### config.mk
export PLATFORM = sky130hd
export DESIGN_NAME = tshc_ctrl
export DESIGN_NICKNAME = d
export VERILOG_FILES = /design/src/design/tshc_pkg.sv /design/src/design/tshc_ctrl.sv
export SDC_FILE = /design/constraint.sdc
export NUM_CORES = 1
export LEC_CHECK = 0
export BUFFER_PORTS_ARGS = -buffer_cell sky130_fd_sc_hd__buf_4
export CORE_MARGIN = 2
export CORE_UTILIZATION = 45
export CTS_BUF_LIST = sky130_fd_sc_hd__clkbuf_2
export DETAILED_ROUTE_END_ITERATION = 6
export GPL_ROUTABILITY_DRIVEN = 0
export GPL_TIMING_DRIVEN = 0
export PLACE_DENSITY_LB_ADDON = 0.2
export SLEW_MARGIN = 20
export SYNTH_ARGS = -nofsm -noshare
export SYNTH_HDL_FRONTEND = slang
export SYNTH_SLANG_ARGS = --single-unit
### constraint.sdc
create_clock -name i_clk -period 1.85 [get_ports i_clk]
set_input_delay 0.37 -clock i_clk [delete_from_list [all_inputs] [get_ports i_clk]]
set_output_delay 0.37 -clock i_clk [all_outputs]
set_load 0.01 [all_outputs]
### src/design/tshc_pkg.sv
// Shared types and codes for the two-site effective Hamiltonian block.
`timescale 1ns / 1ps

package tshc_pkg;

    // Item function codes
    typedef enum logic [2:0] {
        FN_LOAD_L     = 3'd0,
        FN_LOAD_R     = 3'd1,
        FN_LOAD_W1    = 3'd2,
        FN_LOAD_W2    = 3'd3,
        FN_LOAD_THETA = 3'd4,
        FN_COMPUTE    = 3'd5,
        FN_READ       = 3'd6,
        FN_NONE       = 3'd7
    } t_func;

    // Configuration register indexes
    localparam logic [2:0] CFG_LEFT_BOND  = 3'd0;
    localparam logic [2:0] CFG_RIGHT_BOND = 3'd1;
    localparam logic [2:0] CFG_PHYS       = 3'd2;
    localparam logic [2:0] CFG_MPO        = 3'd3;

    // Contraction stage
    typedef enum logic [1:0] {
        STG_T1  = 2'd0,
        STG_T2  = 2'd1,
        STG_T3  = 2'd2,
        STG_RES = 2'd3
    } t_stage;

    // Controller to datapath commands
    typedef struct packed {
        logic accept;      // item taken this cycle
        logic start_comp;  // reset counters, stage and flag
        logic addr_en;     // register operand addresses
        logic mul_en;      // register product
        logic acc_en;      // accumulate product, step inner counters
        logic wr_en;       // saturate, store, step outer counters
        logic emit_done;   // compute finished result
        logic emit_read;   // read data result
    } t_cmd;

    // Datapath to controller status
    typedef struct packed {
        logic inner_last;
        logic outer_last;
        logic stage_last;
    } t_stat;

endpackage

### src/design/tshc_ctrl.sv
// Sequencer for loads, reads and the four-stage contraction.
`timescale 1ns / 1ps

module tshc_ctrl
    import tshc_pkg::*;
(
    input  logic       i_clk,
    input  logic       i_rst_n,
    input  logic       i_start,
    input  logic [2:0] i_func,
    input  t_stat      i_stat,
    output t_cmd       o_cmd,
    output logic       o_busy
);

    typedef enum logic [8:0] {
        ST_IDLE  = 9'b000000001,
        ST_PREP  = 9'b000000010,
        ST_ADDR  = 9'b000000100,
        ST_READ  = 9'b000001000,
        ST_MUL   = 9'b000010000,
        ST_ACC   = 9'b000100000,
        ST_WRITE = 9'b001000000,
        ST_DONE  = 9'b010000000,
        ST_RDOUT = 9'b100000000
    } t_state;

    t_state     r_state, n_state;
    logic [1:0] r_prep, n_prep;
    logic       accept;

    assign accept = i_start && (r_state == ST_IDLE);
    assign o_busy = (r_state != ST_IDLE);

    // Next state
    always_comb begin
        n_state = r_state;
        n_prep  = r_prep;
        unique case (r_state)
            ST_IDLE: begin
                n_prep = 2'd0;
                if (accept) begin
                    if (t_func'(i_func) == FN_COMPUTE) begin
                        n_state = ST_PREP;
                    end else if (t_func'(i_func) == FN_READ) begin
                        n_state = ST_RDOUT;
                    end
                end
            end
            ST_PREP: begin
                // wait here while the stride chain settles
                n_prep = r_prep + 2'd1;
                if (r_prep == 2'd3) begin
                    n_state = ST_ADDR;
                end
            end
            ST_ADDR:  n_state = ST_READ;
            ST_READ:  n_state = ST_MUL;
            ST_MUL:   n_state = ST_ACC;
            ST_ACC:   n_state = i_stat.inner_last ? ST_WRITE : ST_ADDR;
            ST_WRITE: begin
                n_state = (i_stat.outer_last && i_stat.stage_last) ? ST_DONE : ST_ADDR;
            end
            ST_DONE:  n_state = ST_IDLE;
            ST_RDOUT: n_state = ST_IDLE;
            default:  n_state = ST_IDLE;
        endcase
    end

    always_ff @(posedge i_clk) begin
        if (!i_rst_n) begin
            r_state <= ST_IDLE;
            r_prep  <= 2'd0;
        end else begin
            r_state <= n_state;
            r_prep  <= n_prep;
        end
    end

    // Commands
    always_comb begin
        o_cmd            = '0;
        o_cmd.accept     = accept;
        o_cmd.start_comp = accept && (t_func'(i_func) == FN_COMPUTE);
        o_cmd.addr_en    = (r_state == ST_ADDR);
        o_cmd.mul_en     = (r_state == ST_MUL);
        o_cmd.acc_en     = (r_state == ST_ACC);
        o_cmd.wr_en      = (r_state == ST_WRITE);
        o_cmd.emit_done  = (r_state == ST_DONE);
        o_cmd.emit_read  = (r_state == ST_RDOUT);
    end

endmodule

## After elaboration in Yosys (flattened, before gate mapping)

Cells that the tools add are included.

- Bits in registers: 11
- Input bits: 9
- Output and inout port bits: 9
- Word-level logic and storage cells: 32

- Add/sub/neg operators: 1
- Eq/ne operators: 16
- Mux-type cells: 8
- Reductions and logical operators: 5

Operators with widths:

| operator | count |
|---|---|
| 9-bit one-hot mux with 7 select lines | 1 |
| 9-bit two-way mux | 4 |
| 9-bit by 1-bit equality test with 1-bit output (second input constant) | 1 |
| 9-bit by 2-bit equality test with 1-bit output (second input constant) | 1 |
| 9-bit by 3-bit equality test with 1-bit output (second input constant) | 1 |
| 9-bit by 4-bit equality test with 1-bit output (second input constant) | 1 |
| 9-bit by 5-bit equality test with 1-bit output (second input constant) | 1 |
| 9-bit by 6-bit equality test with 1-bit output (second input constant) | 1 |
| 9-bit by 7-bit equality test with 1-bit output (second input constant) | 1 |
| 9-bit by 8-bit equality test with 1-bit output (second input constant) | 1 |
| 9-bit equality test (second input constant) | 1 |
| 9-bit by 1-bit != test with 1-bit output (second input constant) | 1 |
| 8-bit two-way mux | 1 |
| 7-bit two-way mux | 1 |
| 3-bit equality test (second input constant) | 2 |
| 2-bit != test (second input constant) | 2 |
| 2-bit one-hot mux with 2 select lines | 1 |
| 1-bit logical AND | 3 |
| 3-bit by 1-bit != test with 1-bit output (second input constant) | 1 |
| 3-bit AND reduction | 1 |
| 2-bit by 1-bit adder with 2-bit output (second input constant) | 1 |
| 2-bit equality test (second input constant) | 1 |
| 2-bit nonzero test | 1 |

## Depth between registers and ports, before layout

- Depth after elaboration: 5
- Gate-level depth with buffers: 6
- Gate-level depth less buffers: 6

## Worst setup path after synthesis

No wires, ideal clock.

- Path type: register -> output
- From: register r_state[0]
- To: output o_cmd[4] in the netlist's numbering
- Data arrival time: 1.330 ns
- Data required time: 1.480 ns
- Path slack: 0.150 ns
- Stages on the path, launching flop included: 5
- Path buffers: 1
- Cell sequence: dfxtp_1 > buf_6 > nor4_2 > nand2_1 > nor4b_1

RTL lines:

| element | line | source |
|---|---|---|
| from (decl) | tshc_ctrl.sv:28 | `t_state r_state, n_state;` |
| from (signal assigned) | tshc_ctrl.sv:75 | `r_state <= n_state;` |
| to (decl) | tshc_ctrl.sv:12 | `output t_cmd o_cmd,` |

==> impl_metrics.toml <==
[sta]
relSlewSlack_pct = 81.7
rsz0062_at_grt = "yes"
fin_crit_sh_pct = 101
fmax_mhz = 533
fin_ws_ps = -25.5
maxSlewViolCount = 0
worst_pin_slew_ps = 274
final_hold_viol_count = 0
fin_skew_ps = 8.37
setup_viol_count_final = 1
holdWs_ps = 321
period_minus_slack_ps = 1880

[logic_synthesis]
ys_async_sr_fraction_pct = 0
netlist_area_um2 = 703
ys_warn_count = 0
netlist.area_leader.share_pct = 31.3
synth_ff_type = "dfxtp_1"
yosys.area.top_type = "dfxtp_1"
syn_inst = 88
ys_ff_latch = 11
synth_edf_count = 0
syn_nets = 98
syn_avg_cell_area_um2 = 7.99
yosysMostFrequentCell = "dfxtp_1"
synth_common_cells = "dfxtp_1, nor2_1, nand2_1"
synth_cell_types = 35
ys_seq_area_share_pct = 31.3
synth_area_leaders = "dfxtp_1, nor2_1, nand2_1"

[die]
die_x_um = 43.5
num_rows = 14
start_util_pct = 47.2
dieArea_um2 = 1890
core_um2 = 1490
die_height_um = 43.5
ios = 18

[outcome]
status = "complete, but fails checks"
violations = "negative setup slack"

[worst_setup_path]
reg2regPathDepth = 6
path_class = "flip-flop to output port"
start_kind = "flip-flop"
worstPathArrival_ps = 1510
reg2reg_setup_slack_ps = 160
cp_max_fo = 5
cp-end-kind = "output port"
required_ps = 1480

[drt]
highest_layer = "met4"
routedLengthMet1_um = 766
wl_per_cell_um = 12.1
wl_met2_um = 686
drc = 0
wl_um = 1550
ant_nets = 0
drtIter0Drc = 15
drt-pass1-iter-count = 4
viasPerCell = 5.41
vias = 692
wl_met3_um = 65

[clock_network]
cts_tree = "done"
path_clk_slew_ps = 120
clock_latency_ps = 260
cts_buffers = 3
hold_buffers = 0
cts_sinks = 11
cts_max_level = 1
cts_root_buf = "clkbuf_2"
clock_path_buffers = 2

[flow_run]
drv_cap = 0

[global_routing]
antenna_found_initial = 0
grtUsageTotal_pct = 18.3
grt_pass1_vias = 595
grt_pass1_wl_um = 2540
grt_overflow = 0
grt_max_degree = 11

[placement]
dpl_cell_area_um2 = 851
dp.final_hpwl_um = 1090
io_buffers = 17

[power]
power.density_nw_per_um2 = 501
irDropWorstVdd_uv = 448
finalPower_mw = 0.480
p_leak_nw = 0.415

[layout]
drive_gt1_share_pct = 41.1
area_delta_synth_final_pct = 36.3
n_antenna_cell = 0
final_area_um2 = 958
post-route-util_pct = 64.4
nets = 123

[hold_path]
whs_path_depth = 3
hp-class = "primary input to flip-flop"
repair_timing:
item                       4_1_cts  5_1_grt
pin swaps                        5        4
resized for setup               16        2
setup buffers                    6        0
setup endpoints to repair        8        7
metal layers:
layer,global-route usage (%),vias up
li1,-,359
met3,3.75,4
met4,10.9,0
met5,0,-
met1,23.2,314
met2,28.7,15
power breakdown:
part | switching, mW | internal [mW] | leakage, nW
Clock | 0.0850 | 0.0574 | 0.0166
Sequential | 0.00661 | 0.235 | 0.0922
Combinational | 0.0427 | 0.0527 | 0.306
path summary, 6_finish.rpt:
kind               from         end
max          r_state[1]    o_cmd[4]
min           i_stat[2]  r_state[6]
max reg2reg  r_state[1]  r_state[0]
min reg2reg   r_prep[1]   r_prep[1]
through the flow:
stage	std cells	worst slack, ps	setup TNS, ps
floorplan	88	150	0
global placement	121	108	0
detailed placement	121	42.7	0
CTS	128	-54.8	-54.8
global route	128	-119	-320
finish	128	-25.5	-25.5
logic make-up (layout without fill, tap and decap cells):
group                    count (synthesis)  after routing  share of synthesized area (%)
XOR/XNOR                                 3              3                           3.74
adder cells (fa/ha/maj)                  1              1                           1.78
AO/OA/AOI/OAI                           18             18                           17.3
buffers and inverters                    8             32                           6.23
flip-flops                              11             11                           31.3
AND/OR/NAND/NOR                         47             47                           39.7
cell type report:
type,instances,area (um2)
clock buffers,4,20.0
repair buffers,23,173
multi-input cells,69,485
plain buffers,1,7.51
well taps,16,20.0
fillers,121,531
flip-flops and latches,11,238
inverters,4,15.0
critical path, stage by stage, from the launching register on:
cell and delay [ps]:
dfxtp_4 380, nor4_4 300, nand2_2 150, nor4b_4 250, buf_4 170
sequential cells by signal, summed over array words and instances, names as in the netlist:
name	flops
r_prep	2
r_state	9
cells in the final DEF, fill, tap and decap left out, drive strengths merged:
master and count:
buf 24, nor2 11, dfxtp 11, nand2 8
nor3 6, o21ai 5, nand2b 4, inv 4
clkbuf 4, a21oi 3, xor2 3, nor3b 3
and3 3, and2 2, nor2b 2, a21o 2
o21a 2, nand3b 2, nor4 2, nor4b 2
nand3 1, nand4 1, a21bo 1, a31oi 1
o32a 1, a211o 1, a22o 1, a21boi 1
ha 1
Power figures use the tool's default switching activity.
